`src/hdl/tlf_pkg.sv`:
```
// shared types, codes and byte tables for the telemetry link framer
package tlf_pkg;

  // input operation codes
  localparam logic [2:0] OP_TICK     = 3'd0;
  localparam logic [2:0] OP_RX       = 3'd1;
  localparam logic [2:0] OP_SEND     = 3'd2;
  localparam logic [2:0] OP_RESET    = 3'd3;
  localparam logic [2:0] OP_IDENTIFY = 3'd4;

  // result kinds
  localparam logic [1:0] KIND_TX      = 2'd0;
  localparam logic [1:0] KIND_VERDICT = 2'd1;
  localparam logic [1:0] KIND_CONNECT = 2'd2;

  // command codes passed from front to back
  localparam logic [1:0] CMD_VERDICT = 2'd0;
  localparam logic [1:0] CMD_CONNECT = 2'd1;
  localparam logic [1:0] CMD_FRAME   = 2'd2;
  localparam logic [1:0] CMD_IDENT   = 2'd3;

  localparam logic [7:0] CHAR_B = 8'h42;
  localparam logic [7:0] CHAR_M = 8'h4D;
  localparam logic [7:0] CHAR_O = 8'h4F;
  localparam logic [7:0] CHAR_K = 8'h4B;
  localparam logic [7:0] CHAR_W = 8'h57;

  localparam logic [15:0] ACK_WAIT_RESET = 16'd100;

  localparam int IDX_W = 4;
  localparam logic [IDX_W-1:0] FRAME_LEN = 4'd9;
  localparam logic [IDX_W-1:0] IDENT_LEN = 4'd7;

  localparam int QUEUE_DEPTH = 4;
  localparam int QPTR_W      = $clog2(QUEUE_DEPTH);

  typedef struct packed {
    logic [1:0]  code;
    logic        ack_ok;
    logic [15:0] seq;
    logic [7:0]  state_code;
    logic [31:0] payload;
  } cmd_t;

  // "Who" matcher text
  function automatic logic [7:0] hello_char(input logic [1:0] pos);
    logic [7:0] c;
    unique case (pos)
      2'd0:    c = CHAR_W;
      2'd1:    c = 8'h68;
      2'd2:    c = 8'h6F;
      default: c = 8'h00;
    endcase
    return c;
  endfunction

  // identity text, newline terminated
  function automatic logic [7:0] ident_char(input logic [IDX_W-1:0] idx);
    logic [7:0] c;
    unique case (idx)
      4'd0:    c = CHAR_B;
      4'd1:    c = 8'h61;
      4'd2:    c = 8'h74;
      4'd3:    c = CHAR_M;
      4'd4:    c = 8'h6F;
      4'd5:    c = 8'h6E;
      4'd6:    c = 8'h0A;
      default: c = 8'h00;
    endcase
    return c;
  endfunction

  // telemetry frame bytes
  function automatic logic [7:0] frame_char(input cmd_t cmd, input logic [IDX_W-1:0] idx);
    logic [7:0] c;
    unique case (idx)
      4'd0:    c = CHAR_B;
      4'd1:    c = CHAR_M;
      4'd2:    c = cmd.seq[7:0];
      4'd3:    c = cmd.seq[15:8];
      4'd4:    c = cmd.state_code;
      4'd5:    c = cmd.payload[7:0];
      4'd6:    c = cmd.payload[15:8];
      4'd7:    c = cmd.payload[23:16];
      4'd8:    c = cmd.payload[31:24];
      default: c = 8'h00;
    endcase
    return c;
  endfunction

  // number of result items a command produces
  function automatic logic [IDX_W-1:0] cmd_len(input logic [1:0] code);
    logic [IDX_W-1:0] n;
    unique case (code)
      CMD_FRAME: n = FRAME_LEN;
      CMD_IDENT: n = IDENT_LEN;
      default:   n = 4'd1;
    endcase
    return n;
  endfunction

endpackage

```
`src/hdl/telemetry_link_framer.sv`:
```
// top level of the telemetry link framer
//
//   channel  direction  handshake            payload
//   in       input      in_valid / in_stall  operation, rx_byte, state_code, payload
//   out      output     out_valid/out_stall  kind, tx_byte, ack_ok, last
//   cfg      input      cfg_write            cfg_data (ack wait ticks)
//
// an item is taken every cycle while the four-entry command queue has room
// the back end emits one result item per cycle unless out_stall holds it: a frame
// expands to nine items, an identity to seven, a verdict or connect to one;
// there is no clearing pass after reset
// reset is synchronous and clears the link state, the queue and the output
// out_stall holds the output register; the queue lets items keep coming
module telemetry_link_framer (
  input  logic        clk,
  input  logic        rst,
  input  logic        in_valid,
  output logic        in_stall,
  input  logic [2:0]  operation,
  input  logic [7:0]  rx_byte,
  input  logic [7:0]  state_code,
  input  logic [31:0] payload,
  output logic        out_valid,
  input  logic        out_stall,
  output logic [1:0]  kind,
  output logic [7:0]  tx_byte,
  output logic        ack_ok,
  output logic        last,
  input  logic        cfg_write,
  input  logic [15:0] cfg_data
);
  import tlf_pkg::*;

  logic q_push;
  logic q_pop;
  logic q_full;
  logic q_empty;
  cmd_t q_in;
  cmd_t q_head;

  tlf_front u_front (
    .clk        (clk),
    .rst        (rst),
    .in_valid   (in_valid),
    .in_stall   (in_stall),
    .operation  (operation),
    .rx_byte    (rx_byte),
    .state_code (state_code),
    .payload    (payload),
    .cfg_write  (cfg_write),
    .cfg_data   (cfg_data),
    .queue_full (q_full),
    .push       (q_push),
    .push_cmd   (q_in)
  );

  tlf_queue u_queue (
    .clk      (clk),
    .rst      (rst),
    .push     (q_push),
    .push_cmd (q_in),
    .pop      (q_pop),
    .head     (q_head),
    .full     (q_full),
    .empty    (q_empty)
  );

  tlf_back u_back (
    .clk         (clk),
    .rst         (rst),
    .queue_empty (q_empty),
    .head        (q_head),
    .pop         (q_pop),
    .out_valid   (out_valid),
    .out_stall   (out_stall),
    .kind        (kind),
    .tx_byte     (tx_byte),
    .ack_ok      (ack_ok),
    .last        (last)
  );

`ifndef SYNTHESIS
  // front never issues a command into a full queue
  a_no_overflow: assert property (@(posedge clk) disable iff (rst) q_push |-> !q_full)
    else $error("command pushed into full queue");

  // back never pops an empty queue
  a_no_underflow: assert property (@(posedge clk) disable iff (rst) q_pop |-> !q_empty)
    else $error("command popped from empty queue");

  // verdict and connect items are single and carry no byte
  a_single_item: assert property (@(posedge clk) disable iff (rst)
    (out_valid && kind != KIND_TX) |-> (last && tx_byte == 8'h00))
    else $error("non-byte result item malformed");

  // ack flag only on verdict items
  a_ack_kind: assert property (@(posedge clk) disable iff (rst)
    (out_valid && kind != KIND_VERDICT) |-> !ack_ok)
    else $error("ack flag outside verdict");
`endif

endmodule

```
`src/hdl/tlf_front.sv`:
```
// front end: accepts items, keeps link state and issues commands
module tlf_front (
  input  logic          clk,
  input  logic          rst,
  input  logic          in_valid,
  output logic          in_stall,
  input  logic [2:0]    operation,
  input  logic [7:0]    rx_byte,
  input  logic [7:0]    state_code,
  input  logic [31:0]   payload,
  input  logic          cfg_write,
  input  logic [15:0]   cfg_data,
  input  logic          queue_full,
  output logic          push,
  output tlf_pkg::cmd_t push_cmd
);
  import tlf_pkg::*;

  logic [15:0] ack_wait_ticks;
  logic [15:0] sequence_count, sequence_count_next;
  logic [1:0]  match_position, match_position_next;
  logic        ack_waiting, ack_waiting_next;
  logic [15:0] ack_timer, ack_timer_next;
  logic [1:0]  ack_bytes_seen, ack_bytes_seen_next;
  logic        ack_first_ok, ack_first_ok_next;
  logic        ack_second_ok, ack_second_ok_next;
  logic        accept;
  logic [1:0]  match_step;

  assign in_stall = queue_full;
  assign accept   = in_valid && !in_stall;

  // item decode and state update
  always_comb begin
    sequence_count_next = sequence_count;
    match_position_next = match_position;
    ack_waiting_next    = ack_waiting;
    ack_timer_next      = ack_timer;
    ack_bytes_seen_next = ack_bytes_seen;
    ack_first_ok_next   = ack_first_ok;
    ack_second_ok_next  = ack_second_ok;
    push                = 1'b0;
    push_cmd.code       = CMD_VERDICT;
    push_cmd.ack_ok     = 1'b0;
    push_cmd.seq        = sequence_count;
    push_cmd.state_code = state_code;
    push_cmd.payload    = payload;
    match_step          = 2'd0;

    if (match_position != 2'd3 && rx_byte == hello_char(match_position)) begin
      match_step = match_position + 2'd1;
    end else if (rx_byte == CHAR_W) begin
      match_step = 2'd1;
    end

    if (accept) begin
      unique case (operation)
        OP_TICK: begin
          if (ack_waiting) begin
            if (ack_timer > 16'd1) begin
              ack_timer_next = ack_timer - 16'd1;
            end else begin
              ack_timer_next   = 16'd0;
              ack_waiting_next = 1'b0;
              push             = 1'b1;
              push_cmd.code    = CMD_VERDICT;
              push_cmd.ack_ok  = (ack_bytes_seen == 2'd2) && ack_first_ok && ack_second_ok;
            end
          end
        end
        OP_RX: begin
          if (ack_waiting) begin
            if (ack_bytes_seen == 2'd0) begin
              ack_first_ok_next   = (rx_byte == CHAR_O);
              ack_bytes_seen_next = 2'd1;
            end else if (ack_bytes_seen == 2'd1) begin
              ack_second_ok_next  = (rx_byte == CHAR_K);
              ack_bytes_seen_next = 2'd2;
            end
          end else if (match_step == 2'd3) begin
            match_position_next = 2'd0;
            push                = 1'b1;
            push_cmd.code       = CMD_CONNECT;
          end else begin
            match_position_next = match_step;
          end
        end
        OP_SEND: begin
          push                = 1'b1;
          push_cmd.code       = CMD_FRAME;
          sequence_count_next = sequence_count + 16'd1;
          ack_waiting_next    = 1'b1;
          ack_timer_next      = (ack_wait_ticks == 16'd0) ? 16'd1 : ack_wait_ticks;
          ack_bytes_seen_next = 2'd0;
          ack_first_ok_next   = 1'b0;
          ack_second_ok_next  = 1'b0;
        end
        OP_RESET: begin
          sequence_count_next = 16'd0;
        end
        OP_IDENTIFY: begin
          push          = 1'b1;
          push_cmd.code = CMD_IDENT;
        end
        default: begin
        end
      endcase
    end
  end

  // state registers
  always_ff @(posedge clk) begin
    if (rst) begin
      ack_wait_ticks <= ACK_WAIT_RESET;
      sequence_count <= 16'd0;
      match_position <= 2'd0;
      ack_waiting    <= 1'b0;
      ack_timer      <= 16'd0;
      ack_bytes_seen <= 2'd0;
      ack_first_ok   <= 1'b0;
      ack_second_ok  <= 1'b0;
    end else begin
      if (cfg_write) begin
        ack_wait_ticks <= cfg_data;
      end
      sequence_count <= sequence_count_next;
      match_position <= match_position_next;
      ack_waiting    <= ack_waiting_next;
      ack_timer      <= ack_timer_next;
      ack_bytes_seen <= ack_bytes_seen_next;
      ack_first_ok   <= ack_first_ok_next;
      ack_second_ok  <= ack_second_ok_next;
    end
  end

endmodule

```
`src/hdl/tlf_queue.sv`:
```
// short command queue between front and back
module tlf_queue (
  input  logic          clk,
  input  logic          rst,
  input  logic          push,
  input  tlf_pkg::cmd_t push_cmd,
  input  logic          pop,
  output tlf_pkg::cmd_t head,
  output logic          full,
  output logic          empty
);
  import tlf_pkg::*;

  cmd_t              entries [QUEUE_DEPTH];
  logic [QPTR_W-1:0] wr_ptr;
  logic [QPTR_W-1:0] rd_ptr;
  logic [QPTR_W:0]   count;
  logic              do_push;
  logic              do_pop;

  assign full    = (count == (QPTR_W + 1)'(QUEUE_DEPTH));
  assign empty   = (count == '0);
  assign head    = entries[rd_ptr];
  assign do_push = push && !full;
  assign do_pop  = pop && !empty;

  // entry storage
  always_ff @(posedge clk) begin
    if (do_push) begin
      entries[wr_ptr] <= push_cmd;
    end
  end

  // pointers and fill count
  always_ff @(posedge clk) begin
    if (rst) begin
      wr_ptr <= '0;
      rd_ptr <= '0;
      count  <= '0;
    end else begin
      if (do_push) begin
        wr_ptr <= wr_ptr + 1'b1;
      end
      if (do_pop) begin
        rd_ptr <= rd_ptr + 1'b1;
      end
      if (do_push && !do_pop) begin
        count <= count + 1'b1;
      end else if (!do_push && do_pop) begin
        count <= count - 1'b1;
      end
    end
  end

endmodule

```
`src/hdl/tlf_back.sv`:
```
// back end: expands commands into result items, one per cycle unless out_stall holds
module tlf_back (
  input  logic          clk,
  input  logic          rst,
  input  logic          queue_empty,
  input  tlf_pkg::cmd_t head,
  output logic          pop,
  output logic          out_valid,
  input  logic          out_stall,
  output logic [1:0]    kind,
  output logic [7:0]    tx_byte,
  output logic          ack_ok,
  output logic          last
);
  import tlf_pkg::*;

  cmd_t             cur;
  logic             busy;
  logic [IDX_W-1:0] idx;
  logic             load_ok;
  logic             cur_last;
  logic             finishing;
  logic [1:0]       kind_next;
  logic [7:0]       tx_byte_next;
  logic             ack_ok_next;

  assign load_ok   = !out_valid || !out_stall;
  assign cur_last  = (idx == cmd_len(cur.code) - 4'd1);
  assign finishing = busy && load_ok && cur_last;
  assign pop       = !queue_empty && (!busy || finishing);

  // result item for the current step
  always_comb begin
    kind_next    = KIND_TX;
    tx_byte_next = 8'h00;
    ack_ok_next  = 1'b0;
    unique case (cur.code)
      CMD_VERDICT: begin
        kind_next   = KIND_VERDICT;
        ack_ok_next = cur.ack_ok;
      end
      CMD_CONNECT: begin
        kind_next = KIND_CONNECT;
      end
      CMD_FRAME: begin
        tx_byte_next = frame_char(cur, idx);
      end
      CMD_IDENT: begin
        tx_byte_next = ident_char(idx);
      end
    endcase
  end

  // current command
  always_ff @(posedge clk) begin
    if (rst) begin
      cur <= '0;
    end else if (pop) begin
      cur <= head;
    end
  end

  // sequencer control and output valid
  always_ff @(posedge clk) begin
    if (rst) begin
      busy      <= 1'b0;
      idx       <= '0;
      out_valid <= 1'b0;
    end else begin
      if (load_ok) begin
        out_valid <= busy;
      end
      if (pop) begin
        busy <= 1'b1;
        idx  <= '0;
      end else if (finishing) begin
        busy <= 1'b0;
      end else if (busy && load_ok) begin
        idx <= idx + 4'd1;
      end
    end
  end

  // output register
  always_ff @(posedge clk) begin
    if (load_ok && busy) begin
      kind    <= kind_next;
      tx_byte <= tx_byte_next;
      ack_ok  <= ack_ok_next;
      last    <= cur_last;
    end
  end

endmodule
```
`config.mk`:
```
export PLATFORM = sky130hd
export DESIGN_NAME = telemetry_link_framer
export DESIGN_NICKNAME = d
export VERILOG_FILES = /design/src/hdl/tlf_pkg.sv /design/src/hdl/telemetry_link_framer.sv /design/src/hdl/tlf_front.sv /design/src/hdl/tlf_queue.sv /design/src/hdl/tlf_back.sv
export SDC_FILE = /design/constraint.sdc
export NUM_CORES = 1
export LEC_CHECK = 0
export BUFFER_PORTS_ARGS = -buffer_cell sky130_fd_sc_hd__buf_2
export CAP_MARGIN = 25
export CORE_AREA = 5 5 170 172
export DETAILED_ROUTE_END_ITERATION = 6
export DIE_AREA = 0 0 175 177
export HOLD_SLACK_MARGIN = 0.15
export PLACE_DENSITY = 0.79
export SLEW_MARGIN = 40
export SYNTH_ARGS = -nofsm -noshare
export SYNTH_HDL_FRONTEND = slang
export SYNTH_HIERARCHICAL = 1
export SYNTH_SLANG_ARGS = --single-unit
```
`constraint.sdc`:
```
create_clock -name clk -period 4.7 [get_ports clk]
set_input_delay 0.235 -clock clk [delete_from_list [all_inputs] [get_ports clk]]
set_output_delay 0.235 -clock clk [all_outputs]
set_load 0.01 [all_outputs]
```
## Word level (Yosys, flattened, before mapping)

Memories as Yosys holds them, arrays and structs flattened. A register that Yosys moved wholly into a read port is not among the register bits.
Cells that the tools add are included.

- Bitwise operators: 2
- Muxes and demuxes: 47
- Shift operators: 0
- Order comparisons: 1
- Multiply operators: 0
- Reduce and logical (&&, ||, !) cells: 42
- Divide/modulo/power cells: 0
- $add $sub $neg: 9
- Eq/ne operators: 33

Operator list:

| cell | number |
|---|---|
| $pmux 8 s9 | 1 |
| $pmux 16 s2 | 2 |
| $pmux 7 s7 | 1 |
| $mux 16 | 3 |
| $eq 8x7->1 const B | 3 |
| $pmux 7 s3 | 1 |
| $mux 1 | 20 |
| $add 16x1->16 const B | 1 |
| $eq 4x3->1 const B | 4 |
| $gt 16x1->1 const B | 1 |
| $logic_not 16->1 | 1 |
| $pmux 8 s2 | 1 |
| $sub 16x1->16 const B | 1 |
| $mux 2 | 6 |
| $mux 3 | 4 |
| $logic_and 1x1->1 | 11 |
| $eq 2x2->1 const B | 5 |
| $reduce_bool 2->1 | 5 |
| $eq 4x2->1 const B | 2 |
| $eq 8x7->1 | 1 |
| $ne 2x1->1 const B | 4 |
| $pmux 2 s2 | 2 |
| $pmux 2 s4 | 1 |
| $pmux 4 s2 | 1 |
| 27 further kinds | 52 |

- ROM bits: 0
- Input port bits: 72
- Output and inout bits: 14
- Bits in latches: 0
- Memories kept: 1
- Logic and storage cells: 153
- Register bits: 80
- RAM bits: 236

Memory list:

| name | words | width | rd ports | clocked after Yosys merged registers in | wr ports | line | text |
|---|---|---|---|---|---|---|---|
| u_queue.entries | 4 | 59 | 1 | 1 | 1 | tlf_queue.sv:14 | `cmd_t entries [QUEUE_DEPTH];` |

## Depth between registers and ports, before layout

- Depth in word-level cells: 15
- Gate-level depth with buffers: 15
- Mapped depth without buffers: 15

## Modules after synthesis

The synthesis kept the hierarchy.

Modules (own cells, without submodules):

| module | cells each | area an instance (um^2) | sequential area each (um^2) | instances |
|---|---|---|---|---|
| tlf_queue | 357 | 8984.9 | 7267.0 | 1 |
| tlf_back | 413 | 4022.6 | 1661.6 | 1 |
| tlf_front | 406 | 3310.7 | 1101.1 | 1 |

## Worst setup path before layout

No wires, ideal clock.

- Kind: reg2reg
- From: register u_front.match_position[0]
- To: memory u_queue/entries[0][0] (netlist name) (enable)
- Stages on the path, launching flop included: 11
- Arrival time: 3.467 ns
- Required time: 4.277 ns
- Setup slack: 0.810 ns
- Period minus slack after synthesis: 3.890 ns
- Path buffers: 0
- Setup time: 0.423 ns
- Path through: dfxtp_1 -> inv_1 -> ha_1 -> xor2_1 -> or4_1 -> nor3_1 -> nand2_1 -> a21oi_1 -> inv_1 -> nor2_1 -> and2_1

- Cells in the longest elaborated chain, start to end: 13
- Elaborated cells on any way between the ends: 17
- Those cells by class: add/sub (1); eq/ne (5); mux (8); reduce/logical (3)

Ends and longest elaborated chain:

| what | line | text |
|---|---|---|
| start, declared | tlf_front.sv:21 | `logic [1:0] match_position, match_position_next;` |
| start signal, assigned | tlf_front.sv:127 | `match_position <= match_position_next;` |
| $eq 2x2->1 (tied with other cells) | tlf_pkg.sv:48 | `unique case (pos)` |
| $pmux 7 s3 | tlf_pkg.sv:48 |  |
| $eq 8x7->1 | tlf_front.sv:50 | `if (match_position != 2'd3 && rx_byte == hello_char(match_position)) begin` |
| $logic_and 1x1->1 | tlf_front.sv:50 |  |
| $mux 2 * | tlf_front.sv:50 |  |
| $eq 2x2->1 * | tlf_front.sv:80 | `end else if (match_step == 2'd3) begin` |
| $mux 1 * | tlf_front.sv:80 |  |
| $mux 1 * | tlf_front.sv:72 | `if (ack_waiting) begin` |
| $pmux 1 s3 * | tlf_front.sv:57 | `unique case (operation)` |
| $mux 1 * | tlf_front.sv:56 | `if (accept) begin` |
| named net q_push | telemetry_link_framer.sv:34 | `logic q_push;` |
| $logic_and 1x1->1 * | tlf_queue.sv:24 | `assign do_push = push && !full;` |
| named net u_queue.do_push | tlf_queue.sv:18 | `logic do_push;` |
| $mux 1 * | tlf_queue.sv:29 | `if (do_push) begin` |
| $mux 1 (implied by the code) * | tlf_queue.sv:30 | `entries[wr_ptr] <= push_cmd;` |
| end, declared | tlf_queue.sv:14 |  |

The timed path passes the listed nets; every way through them passes the cells marked *.

## Worst setup path in the final report

- From: register u_front.match_position[0]
- To: register u_queue.count[2]

- Cells in the longest elaborated chain, start to end: 14
- Elaborated cells on any way between the ends: 20
- Those cells by class: add/sub (1); eq/ne (5); mux (7); reduce/logical (7)

Ends and longest elaborated chain:

| what | line | text |
|---|---|---|
| $eq 2x2->1 (tied with other cells) | tlf_pkg.sv:48 |  |
| $pmux 7 s3 | tlf_pkg.sv:48 |  |
| $eq 8x7->1 | tlf_front.sv:50 |  |
| $logic_and 1x1->1 | tlf_front.sv:50 |  |
| $mux 2 * | tlf_front.sv:50 |  |
| $eq 2x2->1 * | tlf_front.sv:80 |  |
| $mux 1 * | tlf_front.sv:80 |  |
| $mux 1 * | tlf_front.sv:72 |  |
| $pmux 1 s3 * | tlf_front.sv:57 |  |
| $mux 1 * | tlf_front.sv:56 |  |
| named net q_push | telemetry_link_framer.sv:34 |  |
| $logic_and 1x1->1 * | tlf_queue.sv:24 |  |
| named net u_queue.do_push | tlf_queue.sv:18 |  |
| $logic_not 1->1 | tlf_queue.sv:49 | `end else if (!do_push && do_pop) begin` |
| $logic_and 1x1->1 | tlf_queue.sv:49 |  |
| $reduce_bool 2->1 (no line) | -- |  |
| end signal, assigned | tlf_queue.sv:48 | `count <= count + 1'b1;` |
| end signal, assigned | tlf_queue.sv:50 | `count <= count - 1'b1;` |
| end, declared | tlf_queue.sv:17 | `logic [QPTR_W:0] count;` |

Marks and branches as above.
A chain may end at the register's enable or synchronous reset.

==> flow_metrics.py <==
metrics = {
    "placement": {
        "hpwl_um": 20400,
        "place_congestion": 0.859,
        "io_buffers": 85,
    },
    "critical_path": {
        "cp-start-kind": "register",
        "worstPathCellList": "inv_1 -> ha_1 -> xor2_1 -> or4_1 -> nor3_1 -> nand2_1 -> a21oi_1 -> inv_1 -> nor2_1 -> ha_1 -> inv_1 -> fa_1 -> xor2_1 -> or3_1 -> a21oi_1",
        "r2r_start": "u_front/match_position[0]$_SDFFE_PP0P_",
        "cp.required_ps": 5130,
        "arrival_ps": 4310,
        "crit_start": "u_front/match_position[0]$_SDFFE_PP0P_",
        "crit_cells": 15,
        "cpMaxStageDelayCell": "or4_1",
        "rrSetupSlack_ps": 820,
        "crit_buf_inv": 3,
        "endpoint": "u_queue/count[2]$_SDFFE_PP0P_",
        "rr_worst_depth": 15,
        "crit_fanout": 6,
        "path_common_cell": "inv_1",
        "slowest_delay_ps": 500,
        "critPathCaptureType": "register",
        "r2r_end": "u_queue/count[2]$_SDFFE_PP0P_",
        "cp_top_family": "simple AND/OR/NAND/NOR gates",
        "worst-setup-path-type": "register to register",
    },
    "drt": {
        "vias": 9846,
        "wl_per_cell_um": 20.4,
        "drt_iter0_markers": 909,
        "drc": 0,
        "first_pass_iters": 6,
        "viasPerCell": 5.98,
        "drt_wl_total_um": 33700,
        "antenna_left": 0,
    },
    "global_route": {
        "antenna_found_initial": 0,
        "grt_use_total": 0.216,
        "grt_pass1_vias": 9777,
        "grt_max_degree": 116,
        "grt_pass1_wl_um": 53100,
        "grt-ovfl-total": 0,
    },
    "floorplanning": {
        "initial_core_util": 0.597,
        "fp.dieArea_um2": 31000,
        "ios": 86,
        "fp-row-count": 61,
        "core_um2": 27300,
        "die_w_um": 175,
        "die_y_um": 177,
    },
    "cells_and_area": {
        "final_core_util": 0.680,
        "antenna_cells": 0,
        "nets": 1361,
        "drive_above_1_share": 0.182,
        "area_growth_pct": 13.8,
    },
    "synth": {
        "syn_area_per_cell_um2": 13.9,
        "netlist_area_um2": 16300,
        "syn_inst": 1176,
        "synth_fp_nets": 1265,
        "synth-seq-area-share": 0.615,
        "synth_seq_cells": 377,
        "yosysWarnings": 6,
        "async_reset_ff_frac": 0,
        "yosysUniqueCellTypes": 80,
        "synthFlopType": "edfxtp_1",
        "synth_edf_count": 248,
    },
    "timing": {
        "rsz0062_at_grt": "false",
        "slew_viol_final": 0,
        "final.period_utilization": 0.825,
        "max_freq_mhz": 258,
        "period_needed_ps": 3880,
        "hold_viol": 0,
        "fin_setup_tns_ps": 0,
        "tightest_slew_ps": 871,
        "finClkSkew_ps": 17.7,
        "finalSetupViolCount": 0,
        "max_slew_margin": 0.419,
    },
    "clock_network": {
        "clockRootBuffer": "clkbuf_16",
        "cts_setup_buffers": 0,
        "cts.repair.resized": 0,
        "cts_sinks": 377,
        "clkLatencyLatePin_ps": 520,
        "clk_pin_slew_ps": 60,
        "cts_hold_buf": 64,
        "clockBufferDepth": 3,
        "cts_tree": "built",
        "cts_made_buffers": 38,
        "htree_levels": 2,
    },
    "power_and_ir_drop": {
        "leakagePower_nw": 6.55,
        "power_density_nw_per_um2": 504,
        "ir_drop_uv": 495,
    },
    "worst_hold_path": {
        "min-delay-path-class": "primary input to register",
    },
    "flow_run": {
        "maxCapViolCount": 0,
    },
    "status": {
        "status": "complete, no violations",
    },
}
-- power by group --
part	leakage, nW	switching (mW)	total [mW]	internal [mW]
clock network	0.594	1.18	2.96	1.78
registers	3.36	0.305	4.22	3.91
logic	2.60	1.12	2.18	1.05
-- final cells by class --
class / count / area (um2)
flip-flops and latches: 377 / 10000
fillers: 1865 / 8750
multi-input cells: 676 / 5580
repair buffers: 162 / 1230
clock buffers: 54 / 1050
well taps: 346 / 433
clock inverters: 15 / 179
inverters: 17 / 63.8
-- how the worst min path moves through the flow --
stage                     start                                endpoint  slack, ps  cells after the start
global route         rx_byte[1]       u_front/ack_first_ok$_SDFFE_PP0P_        190                      5
global placement    cfg_data[6]  u_front/ack_wait_ticks[6]$_SDFFE_PP1P_        440                      2
floorplan           cfg_data[2]  u_front/ack_wait_ticks[2]$_SDFFE_PP1P_        360                      1
CTS                  rx_byte[7]  u_front/match_position[1]$_SDFFE_PP0P_        150                      5
finish               rx_byte[7]  u_front/match_position[1]$_SDFFE_PP0P_        190                      5
detailed placement  cfg_data[6]  u_front/ack_wait_ticks[6]$_SDFFE_PP1P_        450                      2
-- metrics by stage --
stage	std cells	hold WS [ps]	total power [mW]	worst slack, ps	instance area, um2
2_1_floorplan	1176	357	6.02	810	16300
3_3_place_gp	1514	442	6.34	1140	16700
3_5_place_dp	1514	450	6.40	896	16700
4_1_cts	1647	151	9.42	826	18600
5_1_grt	1647	190	9.79	549	18600
6_report	1647	187	9.36	821	18600
-- registers in the layout, indices dropped and copies added (netlist names), 2 cells and up, named ones only --
register	count
u_queue/entries	236
u_back/cur	59
u_front/ack_timer	16
u_front/ack_wait_ticks	16
u_front/sequence_count	16
u_back/tx_byte	8
u_back/idx	4
u_queue/count	3
u_back/kind	2
u_front/ack_bytes_seen	2
u_front/match_position	2
u_queue/rd_ptr	2
u_queue/wr_ptr	2
-- metal layers --
metal / wire length (um) / vias to the layer above / global-route usage
li1: - / 4597 / -
met1: 13600 / 4867 / 0.292
met2: 17200 / 332 / 0.373
met3: 2040 / 50 / 0.0329
met4: 722 / 0 / 0.0579
met5: 0 / - / 0
-- kinds of logic after synthesis --
| kind of cell | synth area share |
|---|---|
| xor+xnor | 0.0113 |
| buf+inv | 0.0447 |
| simple gates | 0.122 |
| mux | 0.130 |
| fa+ha+maj | 0.0135 |
| compound gates | 0.0642 |
| flops | 0.615 |
-- Yosys cell counts (7+ instances only) --
| cell | instances | area, um2 |
|---|---|---|
| buf_6 | 8 | 90.1 |
| nor3_1 | 13 | 65.1 |
| edfxtp_1 | 248 | 7450 |
| ha_1 | 16 | 200 |
| a31oi_1 | 10 | 62.6 |
| xnor2_1 | 9 | 78.8 |
| nor4_1 | 13 | 81.3 |
| mux4_2 | 59 | 1330 |
| clkbuf_1 | 43 | 161 |
| o211ai_1 | 7 | 52.6 |
| o21ai_0 | 16 | 80.1 |
| nand4_1 | 9 | 56.3 |
| inv_1 | 15 | 56.3 |
| nor2_1 | 64 | 240 |
| nand2_1 | 35 | 131 |
| mux2i_1 | 79 | 791 |
| dfxtp_1 | 129 | 2580 |
| a21oi_1 | 37 | 185 |
| and3_1 | 11 | 68.8 |
| xor2_1 | 12 | 105 |
| nand2b_1 | 128 | 801 |
| a22oi_1 | 10 | 75.1 |
| nor2b_1 | 13 | 81.3 |
| nand3_1 | 21 | 105 |
| or4_1 | 8 | 60.1 |
| buf_4 | 45 | 338 |
-- worst min-delay path, delay by kind of cell --
kind	cells	cell delay [ps]
and+or+nand+nor	3	270
AOI/OAI and AO/OA	1	50
buffers and inverters	1	90
-- layout by cell type, fill, tap and decap left out, types with 36 or more instances in the layout --
cell type / n
edfxtp_1: 248
clkbuf_16: 39
buf_2: 84
mux4_2: 59
dlygate4sd3_1: 64
nand2b_1: 128
dfxtp_1: 126
nor2_1: 64
mux2i_1: 79
a21oi_1: 36
Note: power is estimated with default switching activity, not from simulation.
